==> src/design/smm_pkg.sv <==
// Package of the square matrix multiplier: beat types and default sizes.
// Used by the cell, the top level and the checker; no dependencies.
`timescale 1ns / 1ps
package smm_pkg;

  localparam int DEF_MAX_DIM    = 8;
  localparam int DEF_ELEM_WIDTH = 32;

  // Input beat: one element of A and the element of B at the same place.
  typedef struct packed {
    logic signed [31:0] a_elem;
    logic signed [31:0] b_elem;
  } in_beat_t;

  // Output beat: one product element with its position.
  typedef struct packed {
    logic signed [63:0] prod_elem;
    logic [2:0]         out_row;
    logic [2:0]         out_col;
    logic               last;
  } out_beat_t;

  // Control that travels with an element of A along the cell chain.
  typedef struct packed {
    logic vld;
    logic first;
  } tok_t;

endpackage

==> src/design/smm_cell.sv <==
// One multiply-accumulate cell of the chain; holds one column of B.
// Depends on smm_pkg for the token type.
`timescale 1ns / 1ps
module smm_cell import smm_pkg::*; #(
  parameter int MAX_DIM    = DEF_MAX_DIM,
  parameter int ELEM_WIDTH = DEF_ELEM_WIDTH,
  parameter int KW         = 3
) (
  input  logic                  clk,
  input  logic                  rst,
  input  logic                  wr_en,
  input  logic [KW-1:0]         wr_addr,
  input  logic [ELEM_WIDTH-1:0] wr_data,
  input  tok_t                  tok_in,
  input  logic [KW-1:0]         k_in,
  input  logic [ELEM_WIDTH-1:0] a_in,
  output tok_t                  tok_out,
  output logic [KW-1:0]         k_out,
  output logic [ELEM_WIDTH-1:0] a_out,
  output logic signed [63:0]    acc
);

  localparam int BD = 1 << KW;

  logic [ELEM_WIDTH-1:0]         bcol [BD];
  logic signed [2*ELEM_WIDTH-1:0] prod_w;
  logic signed [63:0]            prod;
  logic                          prod_v;
  logic                          prod_first;

  // Column store of B, written while loading.
  always_ff @(posedge clk) begin
    if (wr_en) begin
      bcol[wr_addr] <= wr_data;
    end
  end

  assign prod_w = $signed(a_in) * $signed(bcol[k_in]);

  // Hand the element of A to the next cell.
  always_ff @(posedge clk) begin
    if (rst) begin
      tok_out <= '0;
    end else begin
      tok_out <= tok_in;
    end
  end

  always_ff @(posedge clk) begin
    k_out <= k_in;
    a_out <= a_in;
  end

  // Product stage, then accumulate; the first term of a row restarts the sum.
  always_ff @(posedge clk) begin
    if (rst) begin
      prod_v <= 1'b0;
    end else begin
      prod_v <= tok_in.vld;
    end
  end

  always_ff @(posedge clk) begin
    prod       <= 64'(prod_w);
    prod_first <= tok_in.first;
    if (prod_v) begin
      acc <= prod_first ? prod : acc + prod;
    end
  end

endmodule

==> config.mk <==
export PLATFORM = sky130hd
export DESIGN_NAME = smm_cell
export DESIGN_NICKNAME = d
export VERILOG_FILES = /design/src/design/smm_pkg.sv /design/src/design/smm_cell.sv
export SDC_FILE = /design/constraint.sdc
export NUM_CORES = 2
export LEC_CHECK = 0
export ABC_AREA = 1
export BUFFER_PORTS_ARGS = -buffer_cell sky130_fd_sc_hd__buf_4
export CAP_MARGIN = 20
export CORE_MARGIN = 2
export CORE_UTILIZATION = 26
export CTS_CLUSTER_SIZE = 12
export DETAILED_ROUTE_END_ITERATION = 6
export SYNTH_ARGS = -nofsm -noshare
export SYNTH_HDL_FRONTEND = slang
export SYNTH_SLANG_ARGS = --single-unit
==> constraint.sdc <==
create_clock -name clk -period 14.15 [get_ports clk]
set_clock_uncertainty 0.1 [all_clocks]
set_input_delay 2.1225 -clock clk [delete_from_list [all_inputs] [get_ports clk]]
set_output_delay 2.1225 -clock clk [all_outputs]
set_load 0.01 [all_outputs]
# [Word-level counts from Yosys, hierarchy flattened]
# Memories as Yosys holds them, arrays and structs flattened.
# Cells that the tools add are included.
[word_totals] regBits=166 mem_bits_rw=256 inputBits=75 out_inout_bits=101 wordCells=13 n_memories=1
[mem_list] memory="bcol" words=8 width=32 read_ports=1 rd_ports_with_merged_regs=0 wr=1 line_no="smm_cell.sv:25" text="logic [ELEM_WIDTH-1:0] bcol [BD];"
[op_classes] n_addsub=1 mul=1 muxes=3
[ops] op="64-bit adder" count=1
[ops] op="32-bit by 32-bit multiplier with 64-bit output" count=1
[ops] op="64-bit 2-to-1 mux" count=1
[ops] op="1-bit 2-to-1 mux" count=2

# [Longest topological paths before layout]
[depth] word_depth=2 depth_mapped=37 mapped_depth_nobuf=34

# [Worst setup path before layout]
# No wires, ideal clock.
[synth_timing] path_type="in2reg" startpoint="in k_in[1]" endpoint="reg prod[55]" setup_time_ns=0.113 arrival_ns=9.316 t_required_ns=13.937 setup_slack_ns=4.621 path_stages=29 path_buffers=4 cell_sequence="buf_4 buf_2 buf_2 o32ai_1 o21ai_2 buf_2 nor2_1 ha_1 fa_1 fa_1 fa_1 inv_1 fa_1 inv_1 fa_1 inv_1 fa_1 inv_1 fa_1 ha_1 nand2_1 nor2_1 inv_1 nor2_1 nand2_1 nor4_1 nand2_1 nand4_1 nand2_1"
[synth_between] elab_chain_cells=2
[synth_rtl] item="start: declaration" line_no="smm_cell.sv:15" text="input logic [KW-1:0] k_in,"
[synth_rtl] item="memory read 8 x 32 bit"
[synth_rtl] item="32-bit by 32-bit multiplier with 64-bit output" line_no="smm_cell.sv:38" text="assign prod_w = $signed(a_in) * $signed(bcol[k_in]);"
[synth_rtl] item="named net prod_w[55]" line_no="smm_cell.sv:26" text="logic signed [2*ELEM_WIDTH-1:0] prod_w;"
[synth_rtl] item="end signal: assignment" line_no="smm_cell.sv:64" text="prod <= 64'(prod_w);"
[synth_rtl] item="end: declaration" line_no="smm_cell.sv:27" text="logic signed [63:0] prod;"
# The timed path passes the listed nets, and every way through them passes these cells.
# A chain may end at the register's enable or synchronous reset.

# [Worst setup path in the final report]
[layout_timing] startpoint="in k_in[0]" endpoint="reg prod[55]"
# The elaborated chain is that of the path after synthesis.

==> impl_metrics.yaml <==
route:
  viasPerCell: 4.71
  first_iter_violations: 3818
  avgRoutedWirePerCell_um: 20.9
  drc: 0
  vias: 44700
  drt_pass1_iterations: 6
  drt-total-wl_um: 198000
  drt.antenna.violating_nets: 0
logic_synthesis:
  syn_inst: 6539
  synth_common_cells: "nand2_1, inv_1, fa_1"
  synthArstFlopShare_pct: 0
  synth_edf_count: 320
  avgSynthCellArea_um2: 8.68
  synth_top_area_share_pct: 38.2
  ys_warn_count: 0
  synthFlopType: "edfxtp_1"
  synth_seq_cells: 422
  netlist_area_mm2: 0.0568
  yosys.area.top_type: "fa_1"
  synth_fp_nets: 7944
  synth.most_common_cell: "nand2_1"
  synthTopCellsByArea: "fa_1, edfxtp_1, nand2_1"
  ys_types: 41
  ys_seq_area_share_pct: 20.5
setup_path:
  slowest_stage: "fa_1"
  critPathMaxFanout: 68
  worstPathRequired_ps: 14590
  crit_path_frequent_cell: "fa_1"
  crit_path_end_kind: "flop"
  cpPeakStageDelay_ps: 910
  path_class: "in -> reg"
  worstPathArrival_ps: 12320
  crit_path_start_kind: "input pin"
  worstReg2RegStart: "bcol[2][8]"
  startpoint: "k_in[0]"
floorplanning:
  core_area_mm2: 0.217
  fp.dieW_um: 471
  rows: 171
  initial_core_util_pct: 26.1
  die_h_um: 471
  die_area_mm2: 0.222
  ios: 176
timing:
  timing.final.hold_violations: 0
  finalSetupViolCount: 0
  fin_tns_setup_ps: 0
  maxSlewViolCount: 0
  period_share_pct: 83.9
  worst_pin_slew_ps: 1160
  rsz0062_at_grt: "no"
  min_period_ps: 11870
  maxSlewHeadroom_pct: 22.0
  fmax_ghz: 0.0842
clock_network:
  tritoncts: "built"
  post-cts-setup-buffers: 0
  cts_sinks: 422
  cts.path.max_buffers: 3
  clk_pin_slew_ps: 60
  cts_buffers: 53
  h-tree-depth: 2
  clkLatencyLatePin_ps: 710
  cts_root_buf: "clkbuf_16"
  postCtsHoldBufs: 0
  cts_resized: 0
global_routing:
  antenna_found_initial: 9
  grt_pass1_vias: 47500
  grt_pass1_wl_um: 298000
  grt-ovfl-total: 0
  grt.total_usage_pct: 17.8
  grt_max_degree: 97
finish:
  postLayoutCoreUtil_pct: 28.8
  drive_above_1_share_pct: 6.04
  fin_cells: 9493
  num-nets-final: 7998
  area_growth_pct: 10.3
worst_hold_path:
  hold_path_class: "reg -> reg"
  worstHoldStart: "prod[0]"
place:
  dp.cells: 9392
  gp_congestion: 0.959
  portBuffers: 175
  dpl.hpwl_um: 156000
flow_run:
  max-cap-violations: 0
outcome:
  outcome: "completed"
-- flip-flops by register name (all words and copies together), names as in the netlist --
signal      cells
prod_v          1
prod           64
tok_out         1
k_out           3
prod_first      1
acc            64
bcol          256
a_out          32
-- cells in the final DEF (no fill, tap or decap), types with 16 or more instances in the layout --
| cell | Yosys | routed |
|---|---|---|
| mux2i_1 | 62 | 62 |
| xor2_1 | 39 | 39 |
| nand3_1 | 176 | 176 |
| edfxtp_1 | 320 | 320 |
| o21bai_1 | 19 | 19 |
| o221ai_1 | 59 | 59 |
| clkbuf_16 | 0 | 53 |
| nand2_1 | 1470 | 1470 |
| inv_2 | 26 | 26 |
| o21ai_0 | 136 | 136 |
| nor2_2 | 21 | 21 |
| nand4_1 | 36 | 36 |
| buf_4 | 38 | 226 |
| clkinv_1 | 11 | 17 |
| nor2_1 | 851 | 843 |
| clkbuf_1 | 114 | 16 |
| ha_1 | 247 | 247 |
| inv_1 | 1394 | 1393 |
| dfxtp_1 | 102 | 100 |
| or2_2 | 27 | 27 |
| a21oi_1 | 150 | 150 |
| fa_1 | 1083 | 1083 |
-- worst max-delay path, delay by kind of cell --
family / cells / cell delay, ps
fa+ha+maj: 9 / 5270
simple gates: 10 / 2260
buf+inv: 7 / 2050
compound gates: 2 / 460
-- per-stage QoR --
step / hold slack (ps) / setup WS [ps] / area, µm²
finish: 443 / 2280 / 62600
global route: 477 / 1750 / 62600
CTS: 450 / 2250 / 62600
detailed placement: 437 / 1530 / 60900
global placement: 421 / 1570 / 60900
floorplan: 402 / 4620 / 56800
-- routing by layer --
layer / global-route usage, % / vias to the layer above / wire [µm]
li1: - / 19700 / -
met1: 22.9 / 22600 / 81500
met2: 28.8 / 2033 / 89400
met3: 3.99 / 468 / 17700
met4: 7.63 / 10 / 9770
met5: 0 / - / 64
-- cell families after synthesis --
kind of cell	Yosys count	synth area share, %
muxes	62	1.09
AOI/OAI and AO/OA	383	3.97
DFF	422	20.5
xor gates and xnor gates	51	0.787
adders and majority gates	1330	43.6
and+or+nand+nor	2633	18.4
buffers and inverters	1658	11.6
-- area by class of cell --
type / instances / area (µm²)
Multi-Input combinational cell: 4459 / 38600
Sequential cell: 422 / 11700
Clock buffer: 73 / 1440
Fill cell: 23000 / 155000
Tap cell: 2854 / 3570
Clock inverter: 24 / 265
Timing Repair Buffer: 226 / 1700
Inverter: 1431 / 5370
Antenna cell: 4 / 10.0
-- final timing paths --
kind | endpoint | slack (ps) | cells past startpoint
setup reg to reg | prod[55] | 5080 | 26
hold / removal | acc[0] | 440 | 2
hold reg to reg | acc[0] | 440 | 2
setup / recovery | prod[55] | 2280 | 28
Power is not shown: default switching activity piles up to over one toggle a cycle in this logic, so the estimate is an artifact.
